`config.mk`:
```
export PLATFORM = sky130hd
export DESIGN_NAME = ardc_div
export DESIGN_NICKNAME = d
export VERILOG_FILES = /design/src/sv/ardc_pkg.sv /design/src/sv/ardc_div.sv
export SDC_FILE = /design/constraint.sdc
export NUM_CORES = 1
export LEC_CHECK = 0
export ABC_AREA = 1
export ABC_CLOCK_PERIOD_IN_PS = 5700
export BUFFER_PORTS_ARGS = -buffer_cell sky130_fd_sc_hd__clkbuf_2
export CAP_MARGIN = 20
export CORE_ASPECT_RATIO = 1.25
export CORE_MARGIN = 5
export CORE_UTILIZATION = 40
export CTS_BUF_LIST = sky130_fd_sc_hd__clkbuf_4
export DETAILED_ROUTE_END_ITERATION = 16
export PLACE_DENSITY = 0.58
export SYNTH_ARGS = -nofsm -noshare
export SYNTH_HDL_FRONTEND = slang
export SYNTH_SLANG_ARGS = --single-unit
```
`constraint.sdc`:
```
create_clock -name clk_i -period 5.7 [get_ports clk_i]
set_input_delay 1.14 -clock clk_i [delete_from_list [all_inputs] [get_ports clk_i]]
set_output_delay 1.14 -clock clk_i [all_outputs]
set_load 0.02 [all_outputs]
```
`src/sv/ardc_pkg.sv`:
```
// ----------------------------------------------------------------------------
// Audio rate divider checker: shared package
// Rate table, register indexes and the request and response types of the
// shared restoring divider.
// ----------------------------------------------------------------------------
package ardc_pkg;

  localparam int TABLE_LEN = 12;
  localparam int TBL_IDX_W = 4;
  localparam int RATE_W    = 21;
  localparam int REQ_W     = 22;
  localparam int CLK_W     = 31;
  localparam int CH_W      = 4;
  localparam int FB_W      = 7;
  localparam int PPM_W     = 20;
  localparam int FC_W      = FB_W + CH_W;
  localparam int CFG_IDX_W = 3;
  localparam int CFG_DAT_W = 31;

  // Divider geometry: a 52-bit dividend, left aligned, over a 32-bit divisor.
  localparam int DVD_W = 52;
  localparam int DVS_W = 32;
  localparam int CNT_W = 6;

  localparam logic [PPM_W-1:0] PPM_SCALE = 20'd1000000;

  // Register indexes of the configuration port.
  localparam logic [CFG_IDX_W-1:0] REG_CLOCK_A   = 3'd0;
  localparam logic [CFG_IDX_W-1:0] REG_CLOCK_B   = 3'd1;
  localparam logic [CFG_IDX_W-1:0] REG_CHANNELS  = 3'd2;
  localparam logic [CFG_IDX_W-1:0] REG_FRAME     = 3'd3;
  localparam logic [CFG_IDX_W-1:0] REG_MAX_ERROR = 3'd4;

  localparam logic [CLK_W-1:0] CLOCK_A_RST   = 31'd22579200;
  localparam logic [CLK_W-1:0] CLOCK_B_RST   = 31'd24576000;
  localparam logic [CH_W-1:0]  CHANNELS_RST  = 4'd2;
  localparam logic [FB_W-1:0]  FRAME_RST     = 7'd32;
  localparam logic [PPM_W-1:0] MAX_ERROR_RST = 20'd1000;

  typedef struct packed {
    logic             start;
    logic [DVD_W-1:0] dividend;
    logic [DVS_W-1:0] divisor;
    logic [CNT_W-1:0] iters;
  } div_req_t;

  typedef struct packed {
    logic             busy;
    logic             done;
    logic [DVD_W-1:0] quotient;
    logic [DVS_W-1:0] remainder;
  } div_rsp_t;

  // Even entries are the 44.1 kHz family, odd entries the 48 kHz family.
  function automatic logic [RATE_W-1:0] rate_at(input logic [TBL_IDX_W-1:0] idx);
    logic [RATE_W-1:0] r;
    unique case (idx)
      4'd0:    r = 21'd44100;
      4'd1:    r = 21'd48000;
      4'd2:    r = 21'd88200;
      4'd3:    r = 21'd96000;
      4'd4:    r = 21'd176400;
      4'd5:    r = 21'd192000;
      4'd6:    r = 21'd352800;
      4'd7:    r = 21'd384000;
      4'd8:    r = 21'd705600;
      4'd9:    r = 21'd768000;
      4'd10:   r = 21'd1411200;
      4'd11:   r = 21'd1536000;
      default: r = '0;
    endcase
    return r;
  endfunction

endpackage

```
`src/sv/ardc_div.sv`:
```
// ----------------------------------------------------------------------------
// Audio rate divider checker: shared divider
// Restoring unsigned divider, one quotient bit per cycle. The dividend comes
// left aligned and iters gives the number of significant dividend bits.
// ----------------------------------------------------------------------------
module ardc_div (
  input  logic               clk_i,
  input  logic               rst_ni,
  input  ardc_pkg::div_req_t req_i,
  output ardc_pkg::div_rsp_t rsp_o
);

  logic                          busy_q, done_q;
  logic [ardc_pkg::CNT_W-1:0]    cnt_q;
  logic [ardc_pkg::DVD_W-1:0]    dvd_q, quo_q;
  logic [ardc_pkg::DVS_W-1:0]    dvs_q, rem_q;
  logic [ardc_pkg::DVS_W:0]      trial, diff;
  logic                          ge;

  assign trial = {rem_q, dvd_q[ardc_pkg::DVD_W-1]};
  assign diff  = trial - {1'b0, dvs_q};
  assign ge    = trial >= {1'b0, dvs_q};

  always_ff @(posedge clk_i or negedge rst_ni) begin
    if (!rst_ni) begin
      busy_q <= 1'b0;
      done_q <= 1'b0;
      cnt_q  <= '0;
    end else begin
      done_q <= 1'b0;
      if (req_i.start) begin
        busy_q <= 1'b1;
        cnt_q  <= req_i.iters;
      end else if (busy_q) begin
        cnt_q <= cnt_q - 1'b1;
        if (cnt_q == ardc_pkg::CNT_W'(1)) begin
          busy_q <= 1'b0;
          done_q <= 1'b1;
        end
      end
    end
  end

  always_ff @(posedge clk_i) begin
    if (req_i.start) begin
      dvd_q <= req_i.dividend;
      dvs_q <= req_i.divisor;
      quo_q <= '0;
      rem_q <= '0;
    end else if (busy_q) begin
      dvd_q <= {dvd_q[ardc_pkg::DVD_W-2:0], 1'b0};
      quo_q <= {quo_q[ardc_pkg::DVD_W-2:0], ge};
      // The partial remainder stays below the divisor, so 32 bits hold it.
      rem_q <= ge ? diff[ardc_pkg::DVS_W-1:0] : trial[ardc_pkg::DVS_W-1:0];
    end
  end

  assign rsp_o.busy      = busy_q;
  assign rsp_o.done      = done_q;
  assign rsp_o.quotient  = quo_q;
  assign rsp_o.remainder = rem_q;

endmodule

```
==> metrics.cfg <==
[outcome]
status = finished, final reports clean

[global_routing]
antenna_found_initial = 3
grt_max_degree = 68
grt_util_all_layers = 0.181
overflow = 0
grt_pass1_wl_um = 39800
grt_pass1_vias = 8119

[sta]
tightestPinTransition_ns = 1.08
layout_min_cycle_time_ns = 3.29
hold_viol_final = 0
fmax_mhz = 304
fin_skew_ns = 0.0262
setup_violations = 0
slew_headroom = 0.277
fin_ws_ns = 2.41
rsz0062_at_grt = no
period_share = 0.577
tns_ns = 0
drv_slew = 0

[synth]
synth_area_leaders = edfxtp_1, nand2_1, dfxtp_1
yosysWarnings = 0
yosysSeqAreaShare = 0.460
synthTopCellsByCount = nand2_1, inv_1, dfxtp_1, edfxtp_1, nand3_1
yosys_most_used_dff = edfxtp_1
ys_types = 41
avgSynthCellArea_um2 = 7.54
synth.most_common_cell = nand2_1
synth.top_cell.area_share = 0.264
syn-cell-area_um2 = 9570
synth_edf_count = 84
synth_nets = 1397
ys_seq_elements = 176
synthArstFlopShare = 0.0455
yosysTopAreaCell = edfxtp_1
synth_cells = 1269

[placement]
portBuffers = 178
post-place-ws_ns = 2.03
gp_congestion = 0.838
hpwlAfterDp_um = 17900

[setup_path]
critPathMaxStageDelay_ns = 0.82
startpoint_type = flop
rr_worst_depth = 13
crit_top_cell = nand2_1
r2r_start = rem_q[21]
critPathRequiredTime_ns = 6.20
worstSetupPathDepth = 13
crit_family = simple AND/OR/NAND/NOR gates
critPathBufInv = 0
crit_path_max_fanout = 33
worstReg2RegEnd = rem_q[26]
worstPathArrival_ns = 3.79
rrSetupSlack_ns = 2.41
critPathKind = flop to flop
crit_slowest_cell = nor2_4
crit_path_end_kind = flop
path_cells = ha_1, nand2_1, nand2_1, a21oi_2, nand2_1, nand2_1, nand2_1, nor2_4, nand2_4, nand2_1, nand2_1, nand2_1, nand2_1

[pwr]
irDropWorstVdd_uv = 152
cellPowerDensity_nw_per_um2 = 267
finalPower_mw = 2.92
power_leakage_nw = 5.82

[clocking]
clk_path_buf_depth = 2
cts_setup_buffers = 0
h-tree-depth = 4
ctsResizeCount = 0
cts_hold_buf = 0
cts-root-buf = clkbuf_4
clk_latency_ns = 0.60
cts_tree = built
clock-sinks = 176
cts.clk_slew.worst_paths_ns = 0.21
cts_buffers = 17

[drt]
drt_wl_total_um = 24100
dr.pass1.iters = 5
drc_errors = 0
wire_per_inst_um = 13.8
via_per_inst = 4.65
ant_nets = 0
drt-initial-drc-count = 452
num_vias = 8089

[floorplan]
start_util = 0.405
io-pin-count = 179
rows = 63
die_area_um2 = 27100
die_w_um = 148
die_y_um = 183
core_um2 = 23600

[finish]
drive_gt1_frac = 0.192
regArea_um2 = 4400
multiInputGateArea_um2 = 4080
nets = 1559
area_growth_pct = 14.3
fillers = 2551

[worst_hold_path]
worst_hold_path_type = input pin to async pin

[job]
cap_viol_max_count = 0

[registers in the layout, summed over array words and instances (netlist names)]
name    flops
busy_q      1
cnt_q       6
done_q      1
dvd_q      52
dvs_q      32
quo_q      52
rem_q      32
[worst register-to-register path, delay by kind of cell, from the launching register on]
family	cells	cell delay [ns]
AOI/OAI and AO/OA	1	0.17
adders and majority gates	1	0.39
DFF	1	0.39
and+or+nand+nor	11	2.25
[cells in the final DEF (no fill, tap or decap), drive strengths merged, types with 5 or more instances in the layout]
master,n
dfrtp,8
o22ai,50
buf,6
o21ai,5
dfxtp,84
edfxtp,84
nand3b,7
ha,34
xnor2,6
nand4,7
o211ai,5
nor2,53
clkbuf,194
inv,233
xor2,13
nand3,75
nand2,543
a21oi,19
[layout make-up]
class                      count  share of cell area
antenna                        2            0.000458
clock buffer                  17              0.0117
clock inverter                15              0.0175
inverter                     221              0.0759
multi-input combinational    832               0.373
sequential                   176               0.403
tap                          292              0.0334
timing repair buffer         183              0.0851
[cell families (layout without fill, tap and decap cells)]
| logic type | count (synthesis) | in the layout | synth area share |
|---|---|---|---|
| other cells | 0 | 2 | 0 |
| flops | 176 | 176 | 0.460 |
| simple gates | 694 | 694 | 0.308 |
| fa+ha+maj | 35 | 35 | 0.0465 |
| xor+xnor | 19 | 19 | 0.0174 |
| buf+inv | 261 | 436 | 0.114 |
| compound gates | 84 | 84 | 0.0544 |
[per-stage QoR]
stage,area [um^2],utilization,hold WS (ns),instances
floorplan,9570,-,0.487,1269
global placement,10600,0.449,0.445,1704
detailed placement,10600,0.449,0.479,1704
global route,10900,0.463,0.274,1738
finish,10900,0.463,0.344,1738
CTS,10900,0.462,0.284,1736
[per-layer routing]
layer	track usage	up-vias	share of wire	wire length [um]
met1	0.220	3630	0.43	10400
met4	0.0425	2	0.012	284
met3	0.0531	19	0.062	1500
met5	0	-	0.00046	11
met2	0.317	159	0.50	11900
li1	-	4279	-	-
[power by group]
group	switching, mW	internal (mW)	total [mW]	leakage [nW]
Sequential	0.0559	1.43	1.49	1.66
Combinational	0.410	0.222	0.632	3.99
Clock	0.572	0.228	0.800	0.171
[worst max-delay path by stage]
stage / from / end
4_1_cts: rem_q[18] / rem_q[31]
2_1_floorplan: req_i[90] / dvd_q[0]
6_report: rem_q[21] / rem_q[26]
3_5_place_dp: req_i[90] / cnt_q[1]
3_3_place_gp: req_i[90] / cnt_q[1]
5_1_grt: rem_q[19] / rem_q[25]
No activity file was read; power rests on OpenSTA's default activity.
